[src/rtl/core/crt_pkg.sv]
package crt_pkg;

  localparam int SLOT_COUNT   = 5;
  localparam int HEADER_BYTES = 32;
  localparam int IDX_W        = (SLOT_COUNT > 1) ? $clog2(SLOT_COUNT) : 1;
  localparam logic [IDX_W-1:0] LAST_SLOT = IDX_W'(SLOT_COUNT - 1);

  localparam int FIFO_DEPTH = 2;
  localparam int FIFO_PTR_W = (FIFO_DEPTH > 1) ? $clog2(FIFO_DEPTH) : 1;
  localparam int FIFO_CNT_W = $clog2(FIFO_DEPTH + 1);
  localparam logic [FIFO_PTR_W-1:0] FIFO_LAST = FIFO_PTR_W'(FIFO_DEPTH - 1);
  localparam logic [FIFO_CNT_W-1:0] FIFO_FULL = FIFO_CNT_W'(FIFO_DEPTH);

  localparam int CFG_DATA_W = 16;

  localparam logic [1:0] FK_NON_HT = 2'h1;
  localparam logic [1:0] FK_HT     = 2'h2;
  localparam int SC_NON_HT = 52;
  localparam int SC_HT     = 56;

  typedef enum logic [1:0] {
    OP_ARRIVAL = 2'd0,
    OP_EXPIRY  = 2'd1,
    OP_READ    = 2'd2
  } op_e;

  typedef enum logic [1:0] {
    CFG_INTERVAL   = 2'd0,
    CFG_FRAME_KIND = 2'd1,
    CFG_PRECISION  = 2'd2,
    CFG_ENABLE     = 2'd3
  } cfg_idx_e;

  typedef struct packed {
    logic        known;
    op_e         op;
    logic [31:0] time_now;
    logic        usable;
    logic [15:0] tag;
    logic [6:0]  subcarriers;
    logic [15:0] capacity;
  } cmd_t;

  typedef struct packed {
    logic        data_ready;
    logic [15:0] ready_length;
    logic        read_ok;
    logic [15:0] read_tag;
    logic [15:0] read_length;
    logic        timer_armed;
  } res_t;

  function automatic logic [15:0] nominal_len(logic [1:0] fk, logic prec);
    logic [15:0] len;
    len = 16'(HEADER_BYTES);
    if (fk == FK_NON_HT) begin
      len = len + (16'(SC_NON_HT) << (prec ? 2 : 1));
    end else if (fk == FK_HT) begin
      len = len + (16'(SC_HT) << (prec ? 2 : 1));
    end
    return len;
  endfunction

  function automatic logic [IDX_W-1:0] next_slot(logic [IDX_W-1:0] s);
    return (s == LAST_SLOT) ? '0 : s + IDX_W'(1);
  endfunction

endpackage

[src/rtl/core/crt_front.sv]
module crt_front (
  input  logic                clk_i,
  input  logic                rst_ni,
  input  logic                push,
  output logic                full,
  input  logic [1:0]          operation_i,
  input  logic [31:0]         time_now_i,
  input  logic                capture_valid_i,
  input  logic [15:0]         capture_tag_i,
  input  logic [6:0]          subcarrier_count_i,
  input  logic [15:0]         read_capacity_i,
  output logic                cmd_valid_o,
  output crt_pkg::cmd_t       cmd_o,
  input  logic                cmd_take_i
);

  crt_pkg::cmd_t                    fifo_q [crt_pkg::FIFO_DEPTH];
  logic [crt_pkg::FIFO_PTR_W-1:0]   wr_ptr_q, wr_ptr_d, rd_ptr_q, rd_ptr_d;
  logic [crt_pkg::FIFO_CNT_W-1:0]   count_q, count_d;
  crt_pkg::cmd_t                    cmd_in;
  logic                             do_push, do_pop;

  // classify the request
  always_comb begin
    cmd_in             = '0;
    cmd_in.time_now    = time_now_i;
    cmd_in.usable      = capture_valid_i && (subcarrier_count_i != 7'd0);
    cmd_in.tag         = capture_tag_i;
    cmd_in.subcarriers = subcarrier_count_i;
    cmd_in.capacity    = read_capacity_i;
    unique case (operation_i)
      crt_pkg::OP_ARRIVAL: begin
        cmd_in.known = 1'b1;
        cmd_in.op    = crt_pkg::OP_ARRIVAL;
      end
      crt_pkg::OP_EXPIRY: begin
        cmd_in.known = 1'b1;
        cmd_in.op    = crt_pkg::OP_EXPIRY;
      end
      crt_pkg::OP_READ: begin
        cmd_in.known = 1'b1;
        cmd_in.op    = crt_pkg::OP_READ;
      end
      default: begin
        cmd_in.known = 1'b0;
        cmd_in.op    = crt_pkg::OP_ARRIVAL;
      end
    endcase
  end

  assign full        = (count_q == crt_pkg::FIFO_FULL);
  assign cmd_valid_o = (count_q != '0);
  assign cmd_o       = fifo_q[rd_ptr_q];
  assign do_push     = push && !full;
  assign do_pop      = cmd_take_i && cmd_valid_o;

  always_comb begin
    wr_ptr_d = wr_ptr_q;
    rd_ptr_d = rd_ptr_q;
    count_d  = count_q;
    if (do_push) begin
      wr_ptr_d = (wr_ptr_q == crt_pkg::FIFO_LAST) ? '0 : wr_ptr_q + crt_pkg::FIFO_PTR_W'(1);
    end
    if (do_pop) begin
      rd_ptr_d = (rd_ptr_q == crt_pkg::FIFO_LAST) ? '0 : rd_ptr_q + crt_pkg::FIFO_PTR_W'(1);
    end
    if (do_push && !do_pop) begin
      count_d = count_q + crt_pkg::FIFO_CNT_W'(1);
    end else if (do_pop && !do_push) begin
      count_d = count_q - crt_pkg::FIFO_CNT_W'(1);
    end
  end

  always_ff @(posedge clk_i or negedge rst_ni) begin
    if (!rst_ni) begin
      wr_ptr_q <= '0;
      rd_ptr_q <= '0;
      count_q  <= '0;
    end else begin
      wr_ptr_q <= wr_ptr_d;
      rd_ptr_q <= rd_ptr_d;
      count_q  <= count_d;
    end
  end

  always_ff @(posedge clk_i) begin
    if (do_push) begin
      fifo_q[wr_ptr_q] <= cmd_in;
    end
  end

endmodule

[src/rtl/core/crt_back.sv]
module crt_back (
  input  logic                           clk_i,
  input  logic                           rst_ni,
  input  logic                           cmd_valid_i,
  input  crt_pkg::cmd_t                  cmd_i,
  output logic                           cmd_take_o,
  input  logic                           cfg_we_i,
  input  crt_pkg::cfg_idx_e              cfg_idx_i,
  input  logic [crt_pkg::CFG_DATA_W-1:0] cfg_data_i,
  output logic                           res_valid_o,
  output crt_pkg::res_t                  res_o,
  input  logic                           res_take_i
);

  logic [15:0] interval_q, interval_d;
  logic [1:0]  fk_q, fk_d;
  logic        prec_q, prec_d;
  logic        en_q, en_d;

  logic [crt_pkg::SLOT_COUNT-1:0] recv_q, recv_d, rep_q, rep_d;
  logic [15:0] cap_q [crt_pkg::SLOT_COUNT];
  logic [15:0] cap_d [crt_pkg::SLOT_COUNT];
  logic [6:0]  sc_q  [crt_pkg::SLOT_COUNT];
  logic [6:0]  sc_d  [crt_pkg::SLOT_COUNT];
  logic [crt_pkg::IDX_W-1:0] ws_q, ws_d, rs_q, rs_d;
  logic [31:0] last_q, last_d;
  logic        timer_q, timer_d;

  logic          out_valid_q, out_valid_d;
  crt_pkg::res_t res_q, res_d;
  logic          take;

  assign take        = cmd_valid_i && (!out_valid_q || res_take_i);
  assign cmd_take_o  = take;
  assign res_valid_o = out_valid_q;
  assign res_o       = res_q;

  always_comb begin
    logic                      usable, report, fk_ok;
    logic [crt_pkg::IDX_W-1:0] w, r;
    logic [15:0]               nom, nm1;
    logic [6:0]                n;

    interval_d = interval_q;
    fk_d       = fk_q;
    prec_d     = prec_q;
    en_d       = en_q;
    recv_d     = recv_q;
    rep_d      = rep_q;
    cap_d      = cap_q;
    sc_d       = sc_q;
    ws_d       = ws_q;
    rs_d       = rs_q;
    last_d     = last_q;
    timer_d    = timer_q;
    res_d      = res_q;

    w      = ws_q;
    r      = rs_q;
    fk_ok  = (fk_q == crt_pkg::FK_NON_HT) || (fk_q == crt_pkg::FK_HT);
    usable = cmd_i.usable && fk_ok;
    nom    = crt_pkg::nominal_len(fk_q, prec_q);
    n      = sc_q[r];
    nm1    = 16'(n) - 16'd1;
    report = 1'b0;

    out_valid_d = out_valid_q && !res_take_i;

    if (take) begin
      res_d       = '0;
      out_valid_d = 1'b1;
      if (cmd_i.known) begin
        unique case (cmd_i.op)
          crt_pkg::OP_ARRIVAL: begin
            if (en_q) begin
              if (last_q == 32'd0) begin
                last_d = cmd_i.time_now;
                report = 1'b1;
              end else if (cmd_i.time_now > last_q) begin
                if ((cmd_i.time_now - last_q) >= 32'(interval_q)) begin
                  last_d = cmd_i.time_now;
                  report = 1'b1;
                end else begin
                  if (usable) begin
                    cap_d[w] = cmd_i.tag;
                    sc_d[w]  = cmd_i.subcarriers;
                  end
                  recv_d[w] = 1'b1;
                end
              end else begin
                last_d = cmd_i.time_now;
              end
              if (report && !rep_q[w] && usable) begin
                cap_d[w]           = cmd_i.tag;
                sc_d[w]            = cmd_i.subcarriers;
                recv_d[w]          = 1'b1;
                rep_d[w]           = 1'b1;
                res_d.data_ready   = 1'b1;
                res_d.ready_length = nom;
                ws_d               = crt_pkg::next_slot(w);
                timer_d            = 1'b1;
              end
            end
          end
          crt_pkg::OP_EXPIRY: begin
            if (recv_q[w] && !rep_q[w]) begin
              res_d.data_ready   = 1'b1;
              res_d.ready_length = nom;
              rep_d[w]           = 1'b1;
              ws_d               = crt_pkg::next_slot(w);
              last_d             = cmd_i.time_now;
            end else begin
              timer_d = 1'b0;
            end
          end
          crt_pkg::OP_READ: begin
            if (rep_q[r]) begin
              res_d.read_ok  = 1'b1;
              res_d.read_tag = cap_q[r];
              if ((cmd_i.capacity >= nom) && fk_ok) begin
                res_d.read_length = 16'(crt_pkg::HEADER_BYTES) +
                  ((n == 7'd0) ? 16'd0 : (prec_q ? (nm1 << 2) : (nm1 << 1)));
              end
              rep_d[r]  = 1'b0;
              recv_d[r] = 1'b0;
              rs_d      = crt_pkg::next_slot(r);
            end
          end
          default: begin
          end
        endcase
      end
      res_d.timer_armed = timer_d;
    end

    if (cfg_we_i) begin
      unique case (cfg_idx_i)
        crt_pkg::CFG_INTERVAL:   interval_d = cfg_data_i[15:0];
        crt_pkg::CFG_FRAME_KIND: fk_d       = cfg_data_i[1:0];
        crt_pkg::CFG_PRECISION:  prec_d     = cfg_data_i[0];
        crt_pkg::CFG_ENABLE: begin
          en_d    = cfg_data_i[0];
          recv_d  = '0;
          rep_d   = '0;
          for (int i = 0; i < crt_pkg::SLOT_COUNT; i++) begin
            cap_d[i] = '0;
            sc_d[i]  = '0;
          end
          ws_d    = '0;
          rs_d    = '0;
          timer_d = 1'b0;
        end
        default: begin
        end
      endcase
    end
  end

  always_ff @(posedge clk_i or negedge rst_ni) begin
    if (!rst_ni) begin
      interval_q  <= '0;
      fk_q        <= '0;
      prec_q      <= 1'b0;
      en_q        <= 1'b0;
      recv_q      <= '0;
      rep_q       <= '0;
      for (int i = 0; i < crt_pkg::SLOT_COUNT; i++) begin
        cap_q[i] <= '0;
        sc_q[i]  <= '0;
      end
      ws_q        <= '0;
      rs_q        <= '0;
      last_q      <= '0;
      timer_q     <= 1'b0;
      out_valid_q <= 1'b0;
    end else begin
      interval_q  <= interval_d;
      fk_q        <= fk_d;
      prec_q      <= prec_d;
      en_q        <= en_d;
      recv_q      <= recv_d;
      rep_q       <= rep_d;
      cap_q       <= cap_d;
      sc_q        <= sc_d;
      ws_q        <= ws_d;
      rs_q        <= rs_d;
      last_q      <= last_d;
      timer_q     <= timer_d;
      out_valid_q <= out_valid_d;
    end
  end

  always_ff @(posedge clk_i) begin
    res_q <= res_d;
  end

endmodule

[src/rtl/core/csi_report_throttle_ring_core.sv]
// Report throttle for channel-state captures over a ring of report slots. Requests enter
// through a two-entry command queue that decodes the operation; the back end applies one
// request per cycle, unless a result waits unpopped, to the slot flags, ring indices,
// last report time and report timer, and holds its answer in a result register until
// popped. A request is registered in a queue entry, then in the result register; the
// queue keeps accepting while a result waits, until it is full. Configuration writes
// take effect at once and are meant for when no request is in flight; writing
// capture_enable clears every slot, both indices and the timer.
module csi_report_throttle_ring_core (
  input  logic                           clk_i,
  input  logic                           rst_ni,
  input  logic                           push,
  output logic                           full,
  input  logic [1:0]                     operation_i,
  input  logic [31:0]                    time_now_i,
  input  logic                           capture_valid_i,
  input  logic [15:0]                    capture_tag_i,
  input  logic [6:0]                     subcarrier_count_i,
  input  logic [15:0]                    read_capacity_i,
  output logic                           empty,
  input  logic                           pop,
  output logic                           data_ready_o,
  output logic [15:0]                    ready_length_o,
  output logic                           read_ok_o,
  output logic [15:0]                    read_tag_o,
  output logic [15:0]                    read_length_o,
  output logic                           timer_armed_o,
  input  logic                           cfg_we_i,
  input  logic [1:0]                     cfg_idx_i,
  input  logic [crt_pkg::CFG_DATA_W-1:0] cfg_data_i
);

  logic          cmd_valid, cmd_take, res_valid;
  crt_pkg::cmd_t cmd;
  crt_pkg::res_t res;

  crt_front u_front (
    .clk_i              (clk_i),
    .rst_ni             (rst_ni),
    .push               (push),
    .full               (full),
    .operation_i        (operation_i),
    .time_now_i         (time_now_i),
    .capture_valid_i    (capture_valid_i),
    .capture_tag_i      (capture_tag_i),
    .subcarrier_count_i (subcarrier_count_i),
    .read_capacity_i    (read_capacity_i),
    .cmd_valid_o        (cmd_valid),
    .cmd_o              (cmd),
    .cmd_take_i         (cmd_take)
  );

  crt_back u_back (
    .clk_i       (clk_i),
    .rst_ni      (rst_ni),
    .cmd_valid_i (cmd_valid),
    .cmd_i       (cmd),
    .cmd_take_o  (cmd_take),
    .cfg_we_i    (cfg_we_i),
    .cfg_idx_i   (crt_pkg::cfg_idx_e'(cfg_idx_i)),
    .cfg_data_i  (cfg_data_i),
    .res_valid_o (res_valid),
    .res_o       (res),
    .res_take_i  (pop)
  );

  assign empty          = !res_valid;
  assign data_ready_o   = res.data_ready;
  assign ready_length_o = res.ready_length;
  assign read_ok_o      = res.read_ok;
  assign read_tag_o     = res.read_tag;
  assign read_length_o  = res.read_length;
  assign timer_armed_o  = res.timer_armed;

endmodule

[config.mk]
export PLATFORM = sky130hd
export DESIGN_NAME = csi_report_throttle_ring_core
export DESIGN_NICKNAME = d
export VERILOG_FILES = /design/src/rtl/core/crt_pkg.sv /design/src/rtl/core/crt_front.sv /design/src/rtl/core/crt_back.sv /design/src/rtl/core/csi_report_throttle_ring_core.sv
export SDC_FILE = /design/constraint.sdc
export NUM_CORES = 1
export LEC_CHECK = 0
export CAP_MARGIN = 20
export CORE_UTILIZATION = 55
export DETAILED_ROUTE_END_ITERATION = 7
export DONT_BUFFER_PORTS = 1
export GPL_TIMING_DRIVEN = 0
export PLACE_DENSITY = 0.71
export RECOVER_POWER = 25
export SLEW_MARGIN = 15
export SYNTH_ARGS = -nofsm -noshare
export SYNTH_HDL_FRONTEND = slang
export SYNTH_SLANG_ARGS = --single-unit
export TNS_END_PERCENT = 20
[constraint.sdc]
create_clock -name clk_i -period 10.6 [get_ports clk_i]
set_input_delay 1.06 -clock clk_i [delete_from_list [all_inputs] [get_ports clk_i]]
set_output_delay 1.06 -clock clk_i [all_outputs]
set_load 0.01 [all_outputs]
==> summary.txt, run 1 <==
Most used cell, CP: clkbuf_1
Die Ht: 187.8 um
H-tree depth: 2
Worst path slowest cell: clkbuf_1
Initial antenna violation count: 2
Cell taking the most area after synthesis: edfxtp_1
Clock buffer depth: 3
Worst stage delay on the critical path: 640 ps
Mux contribution to synthesized area: 14.04%
Power after layout: 6047 uW
Core ar.: 0.03378 sq mm
First-pass GRT wire length: 72,910 um
Crit path kind: register to register
CP Data Required Time: 11,070 ps
Peak VDD IR: 0.2263 mV
Crit-path leading delay family: simple AND/OR/NAND/NOR gates
Commonest cells post-synth: 247 x nand2_1, 189 x dfrtp_1, 189 x edfxtp_1
Leak Pwr: 0.008812 uW
Crit path max fanout: 10
Top-count cell post-synth: nand2_1
Postcts setup bufs: 0
Main combinational cell family by area after synthesis: multiplexers
Synth Cell Area: 0.01900 sq mm
Row Count: 67
CTS Buf Count: 42
Synth Area in Compound Gates: 9.544%
Iteration count of the initial detailed-routing pass: 8
Routed vias: 12,940
CTS Sinks: 378
# IOs: 150
Post-synthesis simple-gate area fraction: 11.52%
Dpl hpwl: 33,160 um
CP arrival: 8510 ps
Number of routed nets with antenna violations: 0
Die area: 0.03529 sq mm
FFs w/ async S/R, synth: 50.00%
Post-CTS Resized: 0
Yosys warns: 0
Clock Latency Late Sink: 580 ps
Top cells by area, synth: edfxtp_1 30%, dfrtp_1 25%, mux2i_1 8.1%
GRT Total Usage: 26.54%
Initial Util: 56.23%
Sequential area share after synthesis: 54.78%
Max-cap violations: 0
Post-synth EDFFs: 189
Final setup viols: 0
Starting DRT DRC Count: 975
CTS tree: done
P per Cell Area: 286.8 mW/mm^2
Setup crit start kind: register
Layout area overhead: 11.00%
Die X: 187.8 um
Remaining Overflow, GRT: 0
Port Buffers: 0
Maximum number of pins on one net before global-route repair: 190
Final Instance Area: 0.02109 sq mm
Vias per cell: 5.889
Synth Area in Adders: 4.519%
Post-synthesis xor/xnor area fraction: 1.614%
Synth top area share: 29.88%
WL/cell: 20.95 um
Max_slew headroom: 41.80%
CP Capture Type: register
Number of cells produced by synthesis: 1,655
Nets: 1,878
Status: finished clean
Tightest Pin Transition: 863.9 ps
Post-route clock skew: 27.51 ps
RSZ-0062 raised after global routing: no
CTS root buf: clkbuf_16
Post-synth cell types: 83
Post-synthesis register bit count: 378
Total wire length: 46,050 um
Share of layout cells above drive strength 1: 12.19%
Vias in the first global route: 13,140
Final Hold Viols: 0
Slew Viols, Final: 0
Cts hold-fix bufs: 0
Clock-pin slew on the worst setup and hold paths: 60 ps
Residual DRC: 0
Fmax: 124.3 MHz
TNS Setup: 0 ps
CP Buf/Inv Count: 4
Fin crit period: 8043 ps
Tightest Hold Check Type: input pin to asynchronous set/reset pin
Main synth FF type: edfxtp_1
Synth Area per Inst: 11.48 sq um
Gpl congestion: 0.9042
Period utilisation layout: 75.88%
Cell Area, Placed: 0.01969 sq mm
-- registers in the layout, summed over array words and instances (netlist names), 5 cells and up --
name               count
u_back.sc_q           35
u_back.interval_q     16
u_back.rep_q           5
u_front.fifo_q       150
u_back.cap_q          80
u_back.recv_q          5
u_back.res_o          39
u_back.last_q         32
-- layout by cell type, fill, tap and decap left out, types with 14 or more instances in the layout --
| cell type | count |
|---|---|
| a21o_1 | 18 |
| a21oi_1 | 65 |
| a222oi_1 | 16 |
| buf_4 | 19 |
| clkbuf_1 | 66 |
| clkbuf_16 | 42 |
| dfrtp_1 | 189 |
| edfxtp_1 | 189 |
| ha_1 | 67 |
| inv_1 | 79 |
| mux2_2 | 92 |
| mux2i_1 | 154 |
| nand2_1 | 247 |
| nand3_1 | 22 |
| nand4_1 | 18 |
| nor2_1 | 80 |
| nor2b_1 | 14 |
| nor3_1 | 16 |
| nor4_1 | 14 |
| o21ai_0 | 75 |
| xnor2_1 | 20 |
| xor2_1 | 15 |
-- cell families (layout without fill, tap and decap cells) --
family	Yosys count	in the layout
muxes	254	254
adders and majority gates	68	68
AOI/OAI and AO/OA	272	272
DFF	378	378
other	1	14
buffers and inverters	170	252
and+or+nand+nor	477	477
xor gates and xnor gates	35	35
-- report_power, final --
group / switching, uW / internal [uW] / total (uW)
logic: 1560 / 1000 / 2570
registers: 155 / 1880 / 2030
clock network: 592 / 859 / 1450
total: 2310 / 3740 / 6050
-- per-layer routing --
layer	routed length, um	track usage [%]
met4	1378	9.506
met1	19710	33.74
met2	22620	45.21
met5	0	0
met3	2339	5.109
-- final timing paths --
check	startpoint	to	slack, ps	depth (start not counted)
min	rst_ni	u_back.cap_q[57]	180	0
max in group asynchronous	rst_ni	u_back.last_q[10]	10130	0
max reg2reg	u_front.rd_ptr_q	u_back.sc_q[11]	2560	25
max	u_front.rd_ptr_q	u_back.sc_q[11]	2560	25
min reg2reg	u_back.last_q[26]	u_back.last_q[26]	510	1
min in group clk_i	u_back.last_q[26]	u_back.last_q[26]	510	1
-- layout make-up --
| cell class | count | area [sq um] |
|---|---|---|
| diodes | 3 | 7.507 |
| plain buffers | 90 | 452.9 |
| clock buffers | 60 | 1189 |
| clock inverters | 18 | 195.2 |
| fillers | 2686 | 12700 |
| inverters | 80 | 300.3 |
| multi-input cells | 1117 | 7888 |
| flip-flops and latches | 378 | 10410 |
| well taps | 448 | 560.5 |
| repair buffers | 4 | 87.58 |
-- metrics by stage --
| stage | utilization, % | std cells | hold slack (ps) | setup WS, ps |
|---|---|---|---|---|
| global placement | 58.00 | 2113 | 474.9 | 2560 |
| finish | 62.41 | 2198 | 182.7 | 2557 |
| detailed placement | 58.29 | 2117 | 507.2 | 2519 |
| floorplan | - | 1665 | 460.3 | 4226 |
| CTS | 62.39 | 2195 | 155.7 | 2496 |
| global route | 62.39 | 2195 | 172.8 | 2018 |
-- worst reg2reg max path, delay by kind of cell, from the launching register on --
kind	cells	cell delay [ps]
AOI/OAI and AO/OA	9	2000
and+or+nand+nor	7	2080
adders and majority gates	2	660
buffers and inverters	4	2050
muxes	2	690
DFF	1	320
xor gates and xnor gates	1	160
Power figures use the tool's default switching activity.
==> run 2, diff against run 1 <==
--- a/config.mk
+++ b/config.mk
@@ -10,7 +10,7 @@
 export DETAILED_ROUTE_END_ITERATION = 7
 export DONT_BUFFER_PORTS = 1
 export GPL_TIMING_DRIVEN = 0
-export PLACE_DENSITY = 0.71
+export PLACE_DENSITY = 0.74
 export RECOVER_POWER = 25
 export SLEW_MARGIN = 15
 export SYNTH_ARGS = -nofsm -noshare
==> constraint.sdc (replaced) <==
create_clock -name clk_i -period 6.5 [get_ports clk_i]
set_input_delay 0.65 -clock clk_i [delete_from_list [all_inputs] [get_ports clk_i]]
set_output_delay 0.65 -clock clk_i [all_outputs]
set_load 0.01 [all_outputs]
==> run 2 against run 1 <==
Effect of this change:
- the run now ends with capacitance limit, slew limit left
- cell count down 0.14%
- largest power group unchanged
- hold slack worse by 8.3 ps
- combinational power up 67%
- via count about the same
- sequential power up 64%
- global-route usage about the same
- first-iteration DRC count down 3.7%
- maximum frequency up 30%
- critical path depth up 1
- utilization down 0.093 points
- routed wire length down 0.56%
- highest routed layer unchanged
==> summary.txt, run 2 (synthesized netlist as in run 1, its figures left out) <==
Row Count: 67 (unchanged)
Setup WS pre-CTS: -1564 ps (-4082 ps)
CP arrival: 6660 ps (-1850 ps)
# IOs: 150 (unchanged)
RSZ-0062 raised after global routing: no
Most used cell, CP: buf_4
H-tree depth: 2 (unchanged)
Wl on met1: 19,170 um (-2.7%)
GRT Total Usage: 26.58% (+0.032 points)
Crit path kind: register to register
First-pass GRT wire length: 72,590 um (-0.43%)
Max_slew headroom: -224.4% (-270 points)
Clock buffer depth: 3 (unchanged)
WL/cell: 20.86 um (-0.42%)
Routed met2 length: 22,510 um (-0.49%)
Port Buffers: 0 (unchanged)
Worst path slowest cell: or3_1
Leak Pwr: 0.008830 uW (+0.21%)
CTS root buf: clkbuf_16
Vias per cell: 5.896 (+0.13%)
P per Cell Area: 465.3 mW/mm^2 (+62%)
Die area: 0.03529 sq mm (unchanged)
Setup crit start kind: register
Period utilisation layout: 95.34% (+19 points)
Max reg flops: 150 (unchanged)
Fin crit period: 6197 ps (-1846 ps)
CP Data Required Time: 6960 ps (-4110 ps)
FF/Latch Area: 0.01041 sq mm (about the same)
Multi-input gate area: 0.007925 sq mm (+0.48%)
Remaining Overflow, GRT: 0 (unchanged)
Vias in the first global route: 13,290 (+1.1%)
Final Hold Viols: 0 (unchanged)
Fmax: 161.4 MHz (+30%)
Share of layout cells above drive strength 1: 12.83% (+0.64 points)
Dpl cells: 2,117 (unchanged)
Final setup viols: 0 (unchanged)
Tightest Pin Transition: 4866 ps (+4002 ps)
Fin worst setup slack: 303.0 ps (-2254 ps)
Crit path max fanout: 10 (unchanged)
Most common library cell in the layout ignoring fill and taps: nand2_1
Top sig layer: met4
Gpl congestion: 0.9238 (+2.2%)
Status: finished with violations
Post-route clock skew: 25.57 ps (-1.939 ps)
Die X: 187.8 um (unchanged)
Non-filler cells, final: 2,195 (-0.14%)
Number of routed nets with antenna violations: 0 (unchanged)
Crit-path leading delay family: compound AO/OA/AOI/OAI gates
Total wire length: 45,790 um (-0.56%)
Clock-pin slew on the worst setup and hold paths: 60 ps (about the same)
Met3 WL post-DR: 2694 um (+15%)
CTS tree: done
Final Instance Area: 0.02105 sq mm (-0.15%)
Initial antenna violation count: 1 (-1)
Iteration count of the initial detailed-routing pass: 8 (unchanged)
Most frequent cells in the layout: 247 x nand2_1, 189 x edfxtp_1, 188 x dfrtp_1
Max-cap violations: 1 (+1)
CTS Sinks: 378 (unchanged)
Worst stage delay on the critical path: 400 ps (-240 ps)
Routed vias: 12,940 (-0.0077%)
Fill count: 2,666 (-0.74%)
Tightest Hold Check Type: input pin to register
CP Buf/Inv Count: 5 (+1)
Die Ht: 187.8 um (unchanged)
Residual DRC: 0 (unchanged)
Failing checks: capacitance limit, slew limit
Peak VDD IR: 0.3291 mV (+45%)
Initial Util: 56.23% (unchanged)
Core ar.: 0.03378 sq mm (unchanged)
Slew Viols, Final: 190 (+190)
CP Capture Type: register
Starting DRT DRC Count: 939 (-3.7%)
Reg with most FFs: u_front.fifo_q
Layout area overhead: 10.83%
Clock Latency Late Sink: 570 ps (about the same)
Maximum number of pins on one net before global-route repair: 190 (unchanged)
Cell Area, Placed: 0.01969 sq mm (unchanged)
Post-layout util: 62.32% (-0.093 points)
CTS Buf Count: 39 (-7.1%)
Nets: 1,880 (+0.11%)
Dpl hpwl: 32,720 um (-1.3%)
run 2: cell types whose count changed in the layout (fill, tap and decap cells not counted), sizes merged:
| cell | before | now |
|---|---|---|
| inv | 83 | 81 |
| clkbuf | 115 | 105 |
| diode | 3 | 1 |
| buf | 39 | 47 |
| clkinv | 11 | 14 |
run 2: layout make-up:
class,instances,share of cell area (%)
timing repair buffer,11,0.6537
antenna,1,0.01189
buffer,88,2.258
clock inverter,19,0.8855
clock buffer,53,5.034
multi-input combinational,1117,37.64
tap,448,2.662
sequential,378,49.43
inverter,80,1.426
run 2: per-layer routing:
metal | global-route usage [%] | vias up
met4 | 8.974 | 0
met5 | 0 | -
met1 | 34.10 | 6381
li1 | - | 6085
met2 | 44.52 | 392
met3 | 5.989 | 84
run 2: repair_timing:
item,CTS,global route
hold endpoints to repair,189,0
hold buffers,1,0
resized for setup,16,11
buffers inserted,3,3
endpoints found under the setup margin,169,147
pin swaps,2,3
gates cloned,0,0
run 2: power breakdown:
group / internal [uW] / switching (uW) / total (uW)
combinational: 1670 / 2610 / 4280
sequential: 3060 / 258 / 3320
clock: 1270 / 928 / 2200
run 2: worst paths after layout:
kind	end	slack, ps	start	depth (start not counted)
max in group asynchronous	u_front.rd_ptr_q	1570	rst_ni	1
setup / recovery	u_back.sc_q[21]	300	u_front.rd_ptr_q	26
hold reg to reg	u_back.last_q[26]	520	u_back.last_q[26]	1
min in group asynchronous	u_back.cap_q[42]	1710	rst_ni	1
setup reg to reg	u_back.sc_q[21]	300	u_front.rd_ptr_q	26
hold / removal	u_front.fifo_q[1][35]	170	capture_tag_i[12]	0
run 2: stage by stage:
stage | TNS [ps] | hold slack (ps) | power (uW)
after floorplan | 0 | 354.4 | 6392
after global placement | -221840 | 365.9 | 7411
after detailed placement | -226010 | 364.2 | 7489
after CTS | 0 | 146.9 | 9782
after global routing | 0 | 149.0 | 10440
final | 0 | 174.4 | 9796
==> run 3, diff against run 2 <==
--- a/config.mk
+++ b/config.mk
@@ -6,6 +6,7 @@
 export NUM_CORES = 1
 export LEC_CHECK = 0
 export CAP_MARGIN = 20
+export CORE_MARGIN = 4
 export CORE_UTILIZATION = 55
 export DETAILED_ROUTE_END_ITERATION = 7
 export DONT_BUFFER_PORTS = 1
==> run 3 against run 2 <==
Effect of this change:
- via count shrank 0.31%
- largest cell class unchanged
- hold slack lost 9.7 ps
- worst setup slack lost 17 ps
- critical path type unchanged
- utilization grew 0.56 points
- combinational power is essentially flat
- maximum frequency shrank 0.27%
- final area grew 0.89%
- sequential share of layout area shrank 0.44 points
- cell count grew 0.18%
- largest power group unchanged
- the run ends with DRC, capacitance limit, slew limit left
- flip-flop and latch count is the same
- power grew 1.5%
- sequential power is essentially flat
==> summary.txt, run 3 (synthesized netlist as in run 1, its figures left out) <==
Share of layout cells above drive strength 1: 12.91% (+0.078 points)
Period utilisation layout: 95.60% (+0.26 points)
Crit-path leading delay family: compound AO/OA/AOI/OAI gates
Vias in the first global route: 13,290 (-0.045%)
Final setup viols: 0 (unchanged)
CP Buf/Inv Count: 5 (unchanged)
Worst hold start: capture_tag_i[7]
Initial Util: 56.23% (unchanged)
Hold Path End: u_front.fifo_q[0][30]
Maximum number of pins on one net before global-route repair: 190 (unchanged)
First-pass GRT wire length: 73,730 um (+1.6%)
Dpl hpwl: 33,660 um (+2.9%)
Starting DRT DRC Count: 999 (+6.4%)
Vias per cell: 5.867 (-0.49%)
Gate power share: 42.9% (-0.8 points)
CP Data Required Time: 6930 ps (-30 ps)
CTS Buf Count: 41 (+5.1%)
Layout area overhead: 11.82%
Final Hold Viols: 0 (unchanged)
Fin Hold WS: 164.7 ps (-9.703 ps)
Post-route clock skew: 18.11 ps (-7.466 ps)
Initial antenna violation count: 2 (+1)
Tightest Hold Check Type: input pin to register
Fin worst setup slack: 286.2 ps (-16.78 ps)
Nets: 1,883 (+0.16%)
Post-layout util: 62.88% (+0.56 points)
Sequential share of power: 33.4% (-0.5 points)
R2R Setup Slk: 290 ps (-20 ps)
CP arrival: 6640 ps (-20 ps)
Fin crit period: 6214 ps (+16.78 ps)
Peak VDD IR: 0.3168 mV (-3.7%)
Min-Delay Path Depth: 0 (unchanged)
Cell Area, Placed: 0.01973 sq mm (+0.18%)
Iteration count of the initial detailed-routing pass: 8 (unchanged)
Antenna Cells: 0 (-1)
Slew Viols, Final: 190 (unchanged)
Row Count: 67 (unchanged)
Die X: 193.8 um (+3.2%)
Multi-input gate area: 0.007933 sq mm (about the same)
# IOs: 150 (unchanged)
H-tree depth: 2 (unchanged)
Setup WS pre-CTS: -1678 ps (-114.2 ps)
Clock Latency Late Sink: 580 ps (about the same)
Reg with most FFs: u_front.fifo_q
Clock group share of total power: 23.7% (+1.3 points)
Most common library cell in the layout ignoring fill and taps: nand2_1
Reg-to-Reg Start: u_front.rd_ptr_q
Die area: 0.03758 sq mm (+6.5%)
RSZ-0062 raised after global routing: no
Setup crit start kind: register
Gpl congestion: 0.9104 (-1.5%)
Routed vias: 12,900 (-0.31%)
Net switching power: 3789 uW (-0.13%)
Max reg flops: 150 (unchanged)
Most frequent cells in the layout: 247 x nand2_1, 189 x edfxtp_1, 188 x dfrtp_1
Number of routed nets with antenna violations: 0 (unchanged)
CTS root buf: clkbuf_16
Clock-pin slew on the worst setup and hold paths: 60 ps (about the same)
Core ar.: 0.03378 sq mm (unchanged)
P per Cell Area: 468.2 mW/mm^2 (+0.64%)
Fill count: 2,629 (-1.4%)
Final Instance Area: 0.02124 sq mm (+0.89%)
Residual DRC: 4 (+4)
GRT Total Usage: 24.56% (-2.0 points)
Switching power share of the total: 38.09% (-0.64 points)
CTS tree: done
CP Depth: 26 (unchanged)
R2R Path End: u_back.sc_q[4]
Total wire length: 46,600 um (+1.8%)
Port Buffers: 0 (unchanged)
Crit path max fanout: 10 (unchanged)
WL/cell: 21.19 um (+1.6%)
Worst stage delay on the critical path: 400 ps (about the same)
Die Ht: 193.8 um (+3.2%)
Tightest Pin Transition: 4826 ps (-39.62 ps)
Leak Pwr: 0.008900 uW (+0.79%)
Worst path slowest cell: or3_1
FF/Latch Area: 0.01041 sq mm (unchanged)
Max_slew headroom: -221.7% (+2.6 points)
Status: finished with violations
Fmax: 160.9 MHz (-0.27%)
Failing checks: DRC, capacitance limit, slew limit
CTS Sinks: 378 (unchanged)
Remaining Overflow, GRT: 0 (unchanged)
Max-cap violations: 1 (unchanged)
Cell-internal power: 6157 uW (+2.6%)
Worst Reg-to-Reg Cells: 26 (unchanged)
Clock buffer depth: 3 (unchanged)
TNS Setup: 0 ps (unchanged)
CP Capture Type: register
Crit path kind: register to register
-- run 3: stage by stage --
stage | instances | power [uW]
floorplan | 1665 | 6392
global placement | 2113 | 7397
detailed placement | 2118 | 7477
CTS | 2200 | 9936
global route | 2199 | 10590
finish | 2199 | 9946
-- run 3: area by class of cell --
type | instances | share of cell area, %
clock inverter | 19 | 1.043
timing repair buffer | 12 | 0.8129
tap | 448 | 2.639
multi-input combinational | 1117 | 37.34
buffer | 88 | 2.356
sequential | 378 | 48.99
inverter | 80 | 1.414
clock buffer | 57 | 5.401
-- run 3: how the worst max path moves through the flow --
stage / end / slack, ps / from
after floorplan: u_back.cap_q[19] / 130 / u_front.rd_ptr_q
after CTS: u_back.sc_q[4] / 60 / u_front.rd_ptr_q
after global placement: u_back.sc_q[10] / -1570 / u_front.rd_ptr_q
after detailed placement: u_back.cap_q[28] / -1680 / u_front.rd_ptr_q
after global routing: u_back.last_q[24] / 2 / u_front.rd_ptr_q
final: u_back.sc_q[4] / 290 / u_front.rd_ptr_q
-- run 3: layer usage --
metal,track usage [%],vias up,part of all wire (%)
li1,-,6089,-
met1,30.55,6344,40
met2,42.52,369,50
met3,5.143,96,5.8
met4,9.219,4,3.4
met5,0,-,0.067
-- run 3: power by group through the flow --
stage          clock, uW  sequential [uW]  combinational (uW)
2_1_floorplan          0             3310                3080
5_1_grt             2500             3370                4720
3_5_place_dp           0             3370                4110
4_1_cts             2390             3330                4220
3_3_place_gp           0             3390                4010
6_report            2360             3330                4260
-- run 3: worst reg2reg max path, cell delays in order, from the launching register on --
cell and delay, ps:
dfrtp_2 380, buf_6 160, buf_12 160, mux2_2 390
ha_1 340, and2_4 160, a221o_1 370, nor2_4 150
o21ai_1 140, nor2b_1 170, o211a_1 220, or3_1 330
xor2_1 160, ha_1 290, a21o_1 160, a21o_1 170
a211oi_1 250, o21ai_1 130, a2111oi_2 350, nand4_1 210
nor4_4 170, buf_4 180, a32oi_4 180, or3_1 400
buf_4 180, buf_6 170, mux2i_1 130
-- run 3: what timing repair did --
action | 4_1_cts | 5_1_grt
hold endpoints to repair | 189 | 0
hold buffers | 1 | 0
gates resized for setup | 17 | 15
setup buffers | 6 | 0
setup endpoints to repair | 169 | 143
pin swaps | 3 | 3
